===== config.mk =====
export PLATFORM = sky130hd
export DESIGN_NAME = rtt_timestamp_tracker_flat
export DESIGN_NICKNAME = d
export VERILOG_FILES = /design/src/hdl/rtt_pkg.sv /design/src/hdl/rtt_in_if.sv /design/src/hdl/rtt_out_if.sv /design/src/hdl/rtt_timestamp_tracker.sv /design/src/flat_wrapper.sv
export VERILOG_INCLUDE_DIRS = /design/src /design/src/hdl
export SDC_FILE = /design/constraint.sdc
export NUM_CORES = 2
export LEC_CHECK = 0
export BUFFER_PORTS_ARGS = -buffer_cell sky130_fd_sc_hd__buf_2
export CORE_MARGIN = 4
export CORE_UTILIZATION = 62
export CTS_CLUSTER_SIZE = 16
export DETAILED_ROUTE_END_ITERATION = 12
export HOLD_SLACK_MARGIN = 0.05
export PLACE_DENSITY_LB_ADDON = 0.15
export SYNTH_ARGS = -nofsm -noshare
export SYNTH_HDL_FRONTEND = slang
export SYNTH_SLANG_ARGS = --single-unit

===== constraint.sdc =====
create_clock -name i_clk -period 14.1 [get_ports i_clk]
set_input_delay 2.82 -clock i_clk [delete_from_list [all_inputs] [get_ports i_clk]]
set_output_delay 2.82 -clock i_clk [all_outputs]
set_load 0.005 [all_outputs]

===== src/hdl/assert_macros.svh =====
// assertion macros used by the tracker rtl
`ifndef ASSERT_MACROS_SVH
`define ASSERT_MACROS_SVH

// same-cycle implication, checked outside reset
`define AST_IMPL(label, clk, rst_n, ante, cons) \
    label: assert property (@(posedge clk) disable iff (!(rst_n)) (ante) |-> (cons)) \
        else $error("assertion failed: same-cycle implication");

// next-cycle implication, checked outside reset
`define AST_NEXT(label, clk, rst_n, ante, cons) \
    label: assert property (@(posedge clk) disable iff (!(rst_n)) (ante) |=> (cons)) \
        else $error("assertion failed: next-cycle implication");

`endif


===== src/hdl/rtt_pkg.sv =====
// constants and widths for the round-trip timestamp tracker
package rtt_pkg;

    localparam int FRAC_BITS    = 8;
    localparam int RTT_INT_BITS = 14;
    localparam int RTT_W        = RTT_INT_BITS + FRAC_BITS;
    localparam int RQ_W         = 16 + FRAC_BITS;
    localparam int VAR_SUM_W    = RTT_W + 3;
    localparam int SRTT_SUM_W   = RTT_W + 4;
    localparam int RTO_SUM_W    = RTT_W + 3;
    localparam int RTO_RAW_W    = RTO_SUM_W - FRAC_BITS;

    localparam int TIME_W  = 64;
    localparam int SEQ_W   = 63;
    localparam int STAMP_W = 16;
    localparam int CFG_W   = 16;
    localparam int CFG_IDX_W = 2;

    localparam logic [STAMP_W-1:0] NO_STAMP = 16'hFFFF;

    localparam logic [RTT_W-1:0] RTT_MAX     = {RTT_W{1'b1}};
    localparam logic [RTT_W-1:0] SRTT_RESET  = RTT_W'(1000 * (2 ** FRAC_BITS));
    localparam logic [RTT_W-1:0] RTTVAR_RESET = RTT_W'(500 * (2 ** FRAC_BITS));
    localparam logic [RTO_SUM_W-1:0] RTO_ROUND = RTO_SUM_W'((2 ** FRAC_BITS) - 1);

    // configuration register indexes
    localparam logic [CFG_IDX_W-1:0] CFG_MIN_RTO    = 2'd0;
    localparam logic [CFG_IDX_W-1:0] CFG_MAX_RTO    = 2'd1;
    localparam logic [CFG_IDX_W-1:0] CFG_HOLD_WIN   = 2'd2;
    localparam logic [CFG_IDX_W-1:0] CFG_MAX_SAMPLE = 2'd3;

    localparam logic [CFG_W-1:0] MIN_RTO_RESET    = 16'd50;
    localparam logic [CFG_W-1:0] MAX_RTO_RESET    = 16'd1000;
    localparam logic [CFG_W-1:0] HOLD_WIN_RESET   = 16'd1000;
    localparam logic [CFG_W-1:0] MAX_SAMPLE_RESET = 16'd5000;

    // action codes
    localparam logic ACT_RECV = 1'b0;
    localparam logic ACT_SEND = 1'b1;

    // snapshot handed from the update stage to the timeout stage
    typedef struct packed {
        logic                   in_order;
        logic [STAMP_W-1:0]     out_stamp;
        logic [STAMP_W-1:0]     out_stamp_echo;
        logic [RTT_W-1:0]       srtt;
        logic [RTT_W-1:0]       rttvar;
    } t_upd;

endpackage


===== src/hdl/rtt_in_if.sv =====
// input channel: received header or send request
interface rtt_in_if;
    logic                          valid;
    logic                          ready;
    logic                          action;
    logic [rtt_pkg::TIME_W-1:0]    now_ms;
    logic [rtt_pkg::SEQ_W-1:0]     seq_number;
    logic [rtt_pkg::STAMP_W-1:0]   peer_stamp;
    logic [rtt_pkg::STAMP_W-1:0]   peer_stamp_echo;

    modport source (
        output valid, action, now_ms, seq_number, peer_stamp, peer_stamp_echo,
        input  ready
    );
    modport sink (
        input  valid, action, now_ms, seq_number, peer_stamp, peer_stamp_echo,
        output ready
    );
endinterface


===== src/hdl/rtt_out_if.sv =====
// result channel: stamps and timeout estimates
interface rtt_out_if;
    logic                          valid;
    logic                          ready;
    logic                          in_order;
    logic [rtt_pkg::STAMP_W-1:0]   out_stamp;
    logic [rtt_pkg::STAMP_W-1:0]   out_stamp_echo;
    logic [rtt_pkg::STAMP_W-1:0]   rto_ms;
    logic [rtt_pkg::STAMP_W-1:0]   srtt_ms;

    modport source (
        output valid, in_order, out_stamp, out_stamp_echo, rto_ms, srtt_ms,
        input  ready
    );
    modport sink (
        input  valid, in_order, out_stamp, out_stamp_echo, rto_ms, srtt_ms,
        output ready
    );
endinterface


===== src/hdl/rtt_timestamp_tracker.sv =====
// round-trip timestamp tracker: sequence check, echo stamps, srtt/rttvar, rto
//
// Usage: i_item carries one item per valid/ready handshake, either a received
// packet header (action 0) or a request to build an outgoing header (action 1),
// each with the current time in ms. o_result returns exactly one item per input
// item, in order: in_order, out_stamp, out_stamp_echo, rto_ms and srtt_ms.
// Configuration registers (min/max rto, hold window, sample limit) are written
// through i_cfg_we/i_cfg_idx/i_cfg_data while no item is in flight.
// Pipeline: input register, update stage (sequence check, echo, estimator, all
// state written together), then the timeout stage (round up, clamp) into the
// result register. o_result.valid rises once the item has moved from the input
// register through the update stage register into the result register.
// Throughput is one item per cycle while o_result.ready is high; the state update
// at input-register exit lets every item see the state left by the one before it.
// A stalled o_result.ready holds the result register; the stages behind it fill
// and i_item.ready drops only when all three are occupied.
// Reset (i_rst_n low, synchronous) empties the pipeline and restores the
// estimator to srtt 1000 ms, rttvar 500 ms, no held stamp, expected sequence 0
// and the register defaults.
`include "assert_macros.svh"

module rtt_timestamp_tracker (
    input  logic                          i_clk,
    input  logic                          i_rst_n,
    input  logic                          i_cfg_we,
    input  logic [rtt_pkg::CFG_IDX_W-1:0] i_cfg_idx,
    input  logic [rtt_pkg::CFG_W-1:0]     i_cfg_data,
    rtt_in_if.sink                        i_item,
    rtt_out_if.source                     o_result
);

    localparam int FB   = rtt_pkg::FRAC_BITS;
    localparam int W    = rtt_pkg::RTT_W;
    localparam int QW   = rtt_pkg::RQ_W;
    localparam int VSW  = rtt_pkg::VAR_SUM_W;
    localparam int SSW  = rtt_pkg::SRTT_SUM_W;
    localparam int RSW  = rtt_pkg::RTO_SUM_W;
    localparam int RRW  = rtt_pkg::RTO_RAW_W;
    localparam int TW   = rtt_pkg::TIME_W;
    localparam int SW   = rtt_pkg::SEQ_W;
    localparam int STW  = rtt_pkg::STAMP_W;

    // configuration
    logic [rtt_pkg::CFG_W-1:0] r_min_rto, r_max_rto, r_hold_win, r_max_sample;

    // connection state
    logic [SW-1:0]  r_exp_seq;
    logic [STW-1:0] r_held;
    logic [TW-1:0]  r_held_time;
    logic [W-1:0]   r_srtt, r_var;
    logic           r_have;

    // input register
    logic           r_a_valid;
    logic           r_a_action;
    logic [TW-1:0]  r_a_now;
    logic [SW-1:0]  r_a_seq;
    logic [STW-1:0] r_a_pstamp, r_a_pecho;

    // update stage register
    logic           r_b_valid;
    rtt_pkg::t_upd  r_b;

    // result register
    logic           r_c_valid;
    logic           r_c_in_order;
    logic [STW-1:0] r_c_stamp, r_c_echo, r_c_rto, r_c_srtt_ms;

    logic in_ready, a_adv, b_ready, b_adv, c_ready;

    assign c_ready  = !r_c_valid || o_result.ready;
    assign b_ready  = !r_b_valid || c_ready;
    assign b_adv    = r_b_valid && c_ready;
    assign a_adv    = r_a_valid && b_ready;
    assign in_ready = !r_a_valid || b_ready;

    assign i_item.ready = in_ready;

    always_ff @(posedge i_clk) begin
        if (!i_rst_n) begin
            r_min_rto    <= rtt_pkg::MIN_RTO_RESET;
            r_max_rto    <= rtt_pkg::MAX_RTO_RESET;
            r_hold_win   <= rtt_pkg::HOLD_WIN_RESET;
            r_max_sample <= rtt_pkg::MAX_SAMPLE_RESET;
        end else if (i_cfg_we) begin
            case (i_cfg_idx)
                rtt_pkg::CFG_MIN_RTO:    r_min_rto    <= i_cfg_data;
                rtt_pkg::CFG_MAX_RTO:    r_max_rto    <= i_cfg_data;
                rtt_pkg::CFG_HOLD_WIN:   r_hold_win   <= i_cfg_data;
                rtt_pkg::CFG_MAX_SAMPLE: r_max_sample <= i_cfg_data;
                default: ;
            endcase
        end
    end

    // input register
    always_ff @(posedge i_clk) begin
        if (!i_rst_n) begin
            r_a_valid <= 1'b0;
        end else if (in_ready) begin
            r_a_valid <= i_item.valid;
        end
    end

    always_ff @(posedge i_clk) begin
        if (in_ready && i_item.valid) begin
            r_a_action <= i_item.action;
            r_a_now    <= i_item.now_ms;
            r_a_seq    <= i_item.seq_number;
            r_a_pstamp <= i_item.peer_stamp;
            r_a_pecho  <= i_item.peer_stamp_echo;
        end
    end

    // update stage logic
    logic [STW-1:0] stamp_now, sample_r, echo_val;
    logic           rx_ok, take, echo_ok;
    logic [TW-1:0]  held_for;
    logic [QW-1:0]  rq, rq_half, srtt_q, diff;
    logic [VSW-1:0] var_sum;
    logic [SSW-1:0] srtt_sum;
    logic [W:0]     var_sh, srtt_sh;
    logic [W-1:0]   srtt_first, var_first, srtt_upd, var_upd;
    logic [W-1:0]   n_srtt, n_var;

    always_comb begin
        stamp_now = (r_a_now[STW-1:0] == rtt_pkg::NO_STAMP) ? '0 : r_a_now[STW-1:0];
        rx_ok     = (r_a_action == rtt_pkg::ACT_RECV) && (r_a_seq >= r_exp_seq);
        sample_r  = stamp_now - r_a_pecho;
        take      = rx_ok && (r_a_pecho != rtt_pkg::NO_STAMP) && (sample_r < r_max_sample);

        rq      = {sample_r, {FB{1'b0}}};
        rq_half = rq >> 1;
        srtt_q  = QW'(r_srtt);

        // first sample seeds the estimates
        srtt_first = (rq > QW'(rtt_pkg::RTT_MAX)) ? rtt_pkg::RTT_MAX : rq[W-1:0];
        var_first  = (rq_half > QW'(rtt_pkg::RTT_MAX)) ? rtt_pkg::RTT_MAX : rq_half[W-1:0];

        // rttvar = (3*rttvar + |srtt - rq|) / 4, srtt = (7*srtt + rq) / 8
        diff     = (srtt_q > rq) ? (srtt_q - rq) : (rq - srtt_q);
        var_sum  = VSW'(r_var) + VSW'({r_var, 1'b0}) + VSW'(diff);
        var_sh   = var_sum[VSW-1:2];
        var_upd  = var_sh[W] ? rtt_pkg::RTT_MAX : var_sh[W-1:0];
        srtt_sum = SSW'({r_srtt, 3'b000}) - SSW'(r_srtt) + SSW'(rq);
        srtt_sh  = srtt_sum[SSW-1:3];
        srtt_upd = srtt_sh[W] ? rtt_pkg::RTT_MAX : srtt_sh[W-1:0];

        n_srtt = r_srtt;
        n_var  = r_var;
        if (take) begin
            n_srtt = r_have ? srtt_upd : srtt_first;
            n_var  = r_have ? var_upd : var_first;
        end

        held_for = r_a_now - r_held_time;
        echo_ok  = (r_a_action == rtt_pkg::ACT_SEND) && (held_for < TW'(r_hold_win));
        echo_val = r_held + held_for[STW-1:0];
    end

    // connection state, written as the item leaves the input register
    always_ff @(posedge i_clk) begin
        if (!i_rst_n) begin
            r_exp_seq   <= '0;
            r_held      <= rtt_pkg::NO_STAMP;
            r_held_time <= '0;
            r_srtt      <= rtt_pkg::SRTT_RESET;
            r_var       <= rtt_pkg::RTTVAR_RESET;
            r_have      <= 1'b0;
        end else if (a_adv) begin
            r_srtt <= n_srtt;
            r_var  <= n_var;
            if (take) begin
                r_have <= 1'b1;
            end
            if (rx_ok) begin
                r_exp_seq <= r_a_seq + SW'(1);
                if (r_a_pstamp != rtt_pkg::NO_STAMP) begin
                    r_held      <= r_a_pstamp;
                    r_held_time <= r_a_now;
                end
            end else if (echo_ok) begin
                r_held      <= rtt_pkg::NO_STAMP;
                r_held_time <= '0;
            end
        end
    end

    always_ff @(posedge i_clk) begin
        if (!i_rst_n) begin
            r_b_valid <= 1'b0;
        end else if (b_ready) begin
            r_b_valid <= r_a_valid;
        end
    end

    always_ff @(posedge i_clk) begin
        if (a_adv) begin
            r_b.in_order       <= rx_ok;
            r_b.out_stamp      <= (r_a_action == rtt_pkg::ACT_SEND) ? stamp_now : '0;
            r_b.out_stamp_echo <= echo_ok ? echo_val : rtt_pkg::NO_STAMP;
            r_b.srtt           <= n_srtt;
            r_b.rttvar         <= n_var;
        end
    end

    // timeout stage: round up srtt + 4*rttvar, then clamp
    logic [RSW-1:0] rto_sum;
    logic [RRW-1:0] rto_raw;
    logic [STW-1:0] rto;

    always_comb begin
        rto_sum = RSW'(r_b.srtt) + RSW'({r_b.rttvar, 2'b00}) + rtt_pkg::RTO_ROUND;
        rto_raw = rto_sum[RSW-1:FB];
        if (rto_raw < RRW'(r_min_rto)) begin
            rto = r_min_rto;
        end else if (rto_raw > RRW'(r_max_rto)) begin
            rto = r_max_rto;
        end else begin
            rto = rto_raw[STW-1:0];
        end
    end

    always_ff @(posedge i_clk) begin
        if (!i_rst_n) begin
            r_c_valid <= 1'b0;
        end else if (c_ready) begin
            r_c_valid <= r_b_valid;
        end
    end

    always_ff @(posedge i_clk) begin
        if (b_adv) begin
            r_c_in_order <= r_b.in_order;
            r_c_stamp    <= r_b.out_stamp;
            r_c_echo     <= r_b.out_stamp_echo;
            r_c_rto      <= rto;
            r_c_srtt_ms  <= STW'(r_b.srtt[W-1:FB]);
        end
    end

    assign o_result.valid          = r_c_valid;
    assign o_result.in_order       = r_c_in_order;
    assign o_result.out_stamp      = r_c_stamp;
    assign o_result.out_stamp_echo = r_c_echo;
    assign o_result.rto_ms         = r_c_rto;
    assign o_result.srtt_ms        = r_c_srtt_ms;

    // an empty held slot always has a zero hold time
    `AST_IMPL(a_held_empty, i_clk, i_rst_n, r_held == rtt_pkg::NO_STAMP, r_held_time == '0)
    // once seeded, the estimator never returns to the unseeded state
    `AST_NEXT(a_have_sticky, i_clk, i_rst_n, r_have, r_have)
    // a send item never moves the expected sequence number
    `AST_NEXT(a_send_keeps_seq, i_clk, i_rst_n, a_adv && r_a_action == rtt_pkg::ACT_SEND,
        $stable(r_exp_seq))
    // a stalled result is never dropped
    `AST_NEXT(a_result_kept, i_clk, i_rst_n, r_c_valid && !o_result.ready, r_c_valid)

endmodule

===== src/flat_wrapper.sv =====
// flat-port wrapper written by rule: the top's interface ports become plain ports
module rtt_timestamp_tracker_flat 
  (i_clk, i_rst_n, i_cfg_we, i_cfg_idx, i_cfg_data, i_item_valid, i_item_action, i_item_now_ms, i_item_seq_number, i_item_peer_stamp, i_item_peer_stamp_echo, i_item_ready, o_result_valid, o_result_in_order, o_result_out_stamp, o_result_out_stamp_echo, o_result_rto_ms, o_result_srtt_ms, o_result_ready);
  rtt_in_if i_item_i ();
  rtt_out_if o_result_i ();
  input  logic i_clk;
  input  logic i_rst_n;
  input  logic i_cfg_we;
  input  logic [rtt_pkg::CFG_IDX_W-1:0] i_cfg_idx;
  input  logic [rtt_pkg::CFG_W-1:0] i_cfg_data;
  input wire logic [$bits(i_item_i.valid)-1:0] i_item_valid;
  input wire logic [$bits(i_item_i.action)-1:0] i_item_action;
  input wire logic [$bits(i_item_i.now_ms)-1:0] i_item_now_ms;
  input wire logic [$bits(i_item_i.seq_number)-1:0] i_item_seq_number;
  input wire logic [$bits(i_item_i.peer_stamp)-1:0] i_item_peer_stamp;
  input wire logic [$bits(i_item_i.peer_stamp_echo)-1:0] i_item_peer_stamp_echo;
  output wire logic [$bits(i_item_i.ready)-1:0] i_item_ready;
  output wire logic [$bits(o_result_i.valid)-1:0] o_result_valid;
  output wire logic [$bits(o_result_i.in_order)-1:0] o_result_in_order;
  output wire logic [$bits(o_result_i.out_stamp)-1:0] o_result_out_stamp;
  output wire logic [$bits(o_result_i.out_stamp_echo)-1:0] o_result_out_stamp_echo;
  output wire logic [$bits(o_result_i.rto_ms)-1:0] o_result_rto_ms;
  output wire logic [$bits(o_result_i.srtt_ms)-1:0] o_result_srtt_ms;
  input wire logic [$bits(o_result_i.ready)-1:0] o_result_ready;
  assign i_item_i.valid = i_item_valid;
  assign i_item_i.action = i_item_action;
  assign i_item_i.now_ms = i_item_now_ms;
  assign i_item_i.seq_number = i_item_seq_number;
  assign i_item_i.peer_stamp = i_item_peer_stamp;
  assign i_item_i.peer_stamp_echo = i_item_peer_stamp_echo;
  assign i_item_ready = i_item_i.ready;
  assign o_result_valid = o_result_i.valid;
  assign o_result_in_order = o_result_i.in_order;
  assign o_result_out_stamp = o_result_i.out_stamp;
  assign o_result_out_stamp_echo = o_result_i.out_stamp_echo;
  assign o_result_rto_ms = o_result_i.rto_ms;
  assign o_result_srtt_ms = o_result_i.srtt_ms;
  assign o_result_i.ready = o_result_ready;
  rtt_timestamp_tracker u_core (.i_clk(i_clk), .i_rst_n(i_rst_n), .i_cfg_we(i_cfg_we), .i_cfg_idx(i_cfg_idx), .i_cfg_data(i_cfg_data), .i_item(i_item_i), .o_result(o_result_i));
endmodule

[Yosys cells after proc, flatten, opt, wreduce, memory -nomap -nowiden]
Index checks and enable logic that the tools add are counted.
Word-level totals
  logic and storage cells: 96
  register bits after elaboration: 555
  output and inout port bits: 67
Cells by class
  $add $sub $neg: 12
  $lt $le $gt $ge: 8
  eq/ne operators: 7
  bitwise operators: 1
  reductions and logical operators: 22
  muxes and demuxes: 18
Operator list (count)
  $mux 64: 3
  $mux 22: 8
  $mux 16: 6
  $lt 64x16->1: 1
  $sub 64x64->64: 1
  $add 63x1->63 const B: 1
  $ge 63x63->1: 1
  $ne 16x16->1 const B: 2
  $add 26x24->26: 1
  $sub 25x22->26: 1
  $add 22x24->25: 1
  $add 25x24->25: 1
  $add 25x8->25 const B: 1
  $add 22x23->24: 1
  $gt 22x24->1: 1
  $gt 24x22->1 const B: 1
  $mux 24: 1
  $sub 22x24->24: 1
  $sub 24x22->24: 1
  $gt 23x22->1 const B: 1
  $gt 17x16->1: 1
  $lt 17x16->1: 1
  $add 16x16->16: 1
  $eq 16x16->1 const B: 1
  other kinds (13): 29

[Logic depth before layout (Yosys ltp)]
  depth after elaboration: 9
  mapped depth: 40
  mapped depth without buffers: 37

[Least setup slack after synthesis]
OpenSTA, ideal clock, no wires.
  kind: in2reg
  start: input port o_result_ready
  end: register u_core.r_a_action (enable)
  required time: 13.325 ns
  data arrival time: 10.883 ns
  setup time: 0.775 ns
  cell stages on the path: 2
  setup slack: 2.442 ns
  buffers on the path: 0
  cell sequence: nor2b_1 -> a31oi_1
Between the ends
  longest elaborated chain between the ends: 4
Ends and longest elaborated chain
  from (decl): line flat_wrapper.sv:24  | input wire logic [$bits(o_result_i.ready)-1:0] o_result_ready;
  $logic_or 1x1->1: line rtt_timestamp_tracker.sv:71  | assign c_ready = !r_c_valid || o_result.ready;
  $logic_or 1x1->1: line rtt_timestamp_tracker.sv:72  | assign b_ready = !r_b_valid || c_ready;
  $logic_or 1x1->1: line rtt_timestamp_tracker.sv:75  | assign in_ready = !r_a_valid || b_ready;
  $logic_and 1x1->1: line rtt_timestamp_tracker.sv:106  | if (in_ready && i_item.valid) begin
  to (signal assigned): line rtt_timestamp_tracker.sv:107  | r_a_action <= i_item.action;
  to (decl): line rtt_timestamp_tracker.sv:55  | logic r_a_action;
Every way passes these cells.
A chain may end at the register's enable or synchronous reset.

[Final worst setup path]
  start: register u_core.r_a_now[2]
  end: register u_core.r_b[16] (netlist bit), data pin
Between the ends
  longest elaborated chain between the ends: 9
Ends and longest elaborated chain
  from (decl): line rtt_timestamp_tracker.sv:56  | logic [TW-1:0] r_a_now;
  from (signal assigned): line rtt_timestamp_tracker.sv:108  | r_a_now <= i_item.now_ms;
  $eq 16x16->1: line rtt_timestamp_tracker.sv:127  | stamp_now = (r_a_now[STW-1:0] == rtt_pkg::NO_STAMP) ? '0 : r_a_now[STW-1:0];
  $mux 16 (*): line rtt_timestamp_tracker.sv:127
  $sub 16x16->16 (*): line rtt_timestamp_tracker.sv:129  | sample_r = stamp_now - r_a_pecho;
  $sub 24x22->24, or another cell as far along: line rtt_timestamp_tracker.sv:141  | diff = (srtt_q > rq) ? (srtt_q - rq) : (rq - srtt_q);
  $mux 24: line rtt_timestamp_tracker.sv:141
  $add 25x24->25: line rtt_timestamp_tracker.sv:142  | var_sum = VSW'(r_var) + VSW'({r_var, 1'b0}) + VSW'(diff);
  $mux 22: line rtt_timestamp_tracker.sv:144  | var_upd = var_sh[W] ? rtt_pkg::RTT_MAX : var_sh[W-1:0];
  $mux 22: line rtt_timestamp_tracker.sv:153  | n_var = r_have ? var_upd : var_first;
  $mux 22 (*): line rtt_timestamp_tracker.sv:151  | if (take) begin
  net u_core.n_var[16]: line rtt_timestamp_tracker.sv:124  | logic [W-1:0] n_srtt, n_var;
  to (decl): line rtt_timestamp_tracker.sv:62  | rtt_pkg::t_upd r_b;
Mark *: on every way through the listed nets, which the timed path passes. The rest lies on a longest branch.

==> results.sh <==
export IMPL_start_kind="flop"
export IMPL_dp_worst_setup_slack_ns=3.45
export IMPL_netlist_area_leader_share=0.256
export IMPL_drt_initial_drc_count=2299
export IMPL_cts_hold_buf=0
export IMPL_drv_cap=0
export IMPL_synth_main_ff_cell="edfxtp_1"
export IMPL_synth_area_leaders="edfxtp_1, dfxtp_1, ha_1"
export IMPL_crit_arrival_ns=11.39
export IMPL_worst_slew_pin_slew_ns=1.16
export IMPL_tns_ns=0
export IMPL_wl_per_cell_um=19.1
export IMPL_rows=87
export IMPL_peakVddDrop_uv=106
export IMPL_grt_max_degree=161
export IMPL_hold_viol=0
export IMPL_worst_path_max_fanout=32
export IMPL_cp_slowest_stage_delay_ns=0.92
export IMPL_final_nets=4542
export IMPL_utilization=0.691
export IMPL_cts_path_max_buffers=3
export IMPL_ios=250
export IMPL_grt_use_total=0.296
export IMPL_skew_ns=0.0405
export IMPL_status="completed"
export IMPL_synth_edf_count=300
export IMPL_route_met2_wl_mm=42.3
export IMPL_cts_setup_buffers=0
export IMPL_min_path_cells=0
export IMPL_setup_worst_path_class="flop to flop"
export IMPL_r2r_end="u_core.r_b[16]"
export IMPL_cts_repair_resized=0
export IMPL_grt_ovfl_total=0
export IMPL_clock_sinks=555
export IMPL_fin_ws_ns=3.18
export IMPL_ant_nets=0
export IMPL_cts_buffers=57
export IMPL_ys_ff_latch=555
export IMPL_grt_pass1_wl_mm=145
export IMPL_max_freq_ghz=0.0916
export IMPL_drc=0
export IMPL_yosys_warnings=0
export IMPL_routed_wl_mm=91.8
export IMPL_initial_utilization=0.626
export IMPL_grt_pass1_vias=27100
export IMPL_cp_end_kind="flop"
export IMPL_relSlewSlack=0.220
export IMPL_synthArstFlopShare=0
export IMPL_clkTransAtPathRegs_ns=0.06
export IMPL_hold_end="u_core.o_result.out_stamp[1]"
export IMPL_p_per_area_nw_per_um2=133
export IMPL_crit_slowest_cell="or4_1"
export IMPL_numPortBuffers=247
export IMPL_cts_root_buf="clkbuf_16"
export IMPL_rrSetupSlack_ns=3.18
export IMPL_syn_area_um2=35200
export IMPL_synth_avg_cell_area_um2=9.24
export IMPL_final_cell_mix="nand2_1, ha_1, inv_1"
export IMPL_cpMostUsedCell="inv_1"
export IMPL_cts_tree="done"
export IMPL_clock_latency_ns=0.64
export IMPL_cts_max_level=2
export IMPL_crit_required_ns=14.57
export IMPL_drive_gt1_frac=0.105
export IMPL_dpl_instance_area_um2=37000
export IMPL_fin_area_um2=38900
export IMPL_setup_viol=0
export IMPL_min_period_ns=10.92
export IMPL_hp_class="flop to flop"
export IMPL_ys_seq_area_frac=0.401
export IMPL_reg2reg_depth=36
export IMPL_grt_setup_unrepaired="no"
export IMPL_die_h_um=246
export IMPL_fin_crit_sh=0.774
export IMPL_die_w_um=246
export IMPL_dpl_hpwl_mm=68.7
export IMPL_wirelength_met1_mm=39.3
export IMPL_dr_max_layer_used="met5"
export IMPL_wl_met3_mm=6.99
export IMPL_report_final_slew_viol_count=0
export IMPL_leakage_nw=15.7
export IMPL_place_gp_congestion=0.958
export IMPL_antenna_found_initial=20
export IMPL_die_area_um2=60700
export IMPL_core_area_um2=56300
export IMPL_via_per_inst=5.98
export IMPL_vias=28700
export IMPL_worstHoldStart="u_core.r_b[61]"
export IMPL_synthToLayoutAreaGrowth_pct=10.4
export IMPL_reg2reg_from="u_core.r_a_now[2]"
export IMPL_synth_top_area_cell="edfxtp_1"
export IMPL_final_common_cell="nand2_1"
export IMPL_syn_instance_count=3810
export IMPL_synth_cell_types=95
export IMPL_drtPass1Iterations=6
power breakdown:
group,switching [W],internal (W),total [W],leakage [nW]
Sequential,0.0000738,0.00181,0.00189,4.83
Clock,0.000654,0.000862,0.00152,0.914
Combinational,0.00103,0.000737,0.00177,9.96
critical path, delay by kind of cell (launching register included):
kind,cells,cell delay (ns)
AOI/OAI and AO/OA,18,4.90
and+or+nand+nor,7,2.30
adders and majority gates,4,1.31
buffers and inverters,5,0.97
DFF,1,0.45
xor gates and xnor gates,1,0.40
muxes,1,0.36
through the flow:
| step | total power (W) | cells | hold WS, ns |
|---|---|---|---|
| after floorplan | 0.00324 | 3811 | 0.400 |
| after global placement | 0.00362 | 4680 | 0.401 |
| after detailed placement | 0.00365 | 4680 | 0.405 |
| after CTS | 0.00517 | 4788 | 0.417 |
| after global routing | 0.00547 | 4796 | 0.423 |
| final | 0.00517 | 4798 | 0.420 |
cell usage after synthesis (43+ instances only):
cell type and number:
xnor2_1 111, a21oi_1 288, a211oi_1 79, xor2_1 90
dfxtp_1 255, inv_1 348, nand4_1 77, nor3_1 45
clkbuf_1 126, a21o_1 94, ha_1 357, and3_1 43
nand3_1 125, nand2_1 372, o21ai_0 139, mux2i_1 80
edfxtp_1 300, nor2_1 287
routing by layer:
metal,vias up,global-route usage
met4,14,0.0991
met2,1011,0.485
met5,-,0
met1,13400,0.402
met3,189,0.0515
li1,14100,-
final cells by class:
class	count	area (µm²)
inverters	351	1320
diodes	10	25.0
fillers	4561	17400
multi-input cells	2749	19200
clock inverters	29	293
well taps	756	946
repair buffers	269	1420
flip-flops and latches	555	14100
clock buffers	79	1580
cell families (layout without fill, tap and decap cells):
group,Yosys count,after routing,synth area share
xor+xnor,201,201,0.0500
buf+inv,507,728,0.0561
other cells,1,12,0.000107
mux,99,99,0.0288
compound gates,938,938,0.174
flops,555,555,0.401
fa+ha+maj,378,378,0.138
simple gates,1131,1131,0.152
state kept, by name, indices dropped and copies added (netlist names), 14 cells and up:
| signal | cells |
|---|---|
| u_core.o_result.rto_ms | 16 |
| u_core.r_a_pstamp | 16 |
| u_core.o_result.srtt_ms | 14 |
| u_core.r_a_pecho | 16 |
| u_core.r_max_rto | 16 |
| u_core.r_b | 77 |
| u_core.r_min_rto | 16 |
| u_core.r_max_sample | 16 |
| u_core.r_hold_win | 16 |
| u_core.r_var | 22 |
| u_core.r_a_seq | 63 |
| u_core.o_result.out_stamp | 16 |
| u_core.o_result.out_stamp_echo | 16 |
| u_core.r_srtt | 22 |
| u_core.r_held | 16 |
| u_core.r_exp_seq | 63 |
| u_core.r_a_now | 64 |
| u_core.r_held_time | 64 |
worst max-delay path by stage:
stage                      start                 to  slack (ns)  depth (start not counted)
2_1_floorplan     o_result_ready  u_core.r_a_action        2.44                          2
3_3_place_gp   u_core.r_a_now[2]     u_core.r_b[19]        3.67                         36
3_5_place_dp   u_core.r_a_now[2]     u_core.r_b[16]        3.45                         36
4_1_cts        u_core.r_a_now[2]     u_core.r_b[16]        3.40                         36
5_1_grt        u_core.r_a_now[2]    u_core.r_var[9]        2.38                         37
6_report       u_core.r_a_now[2]     u_core.r_b[16]        3.18                         36
Note: power is estimated with default switching activity, not from simulation.
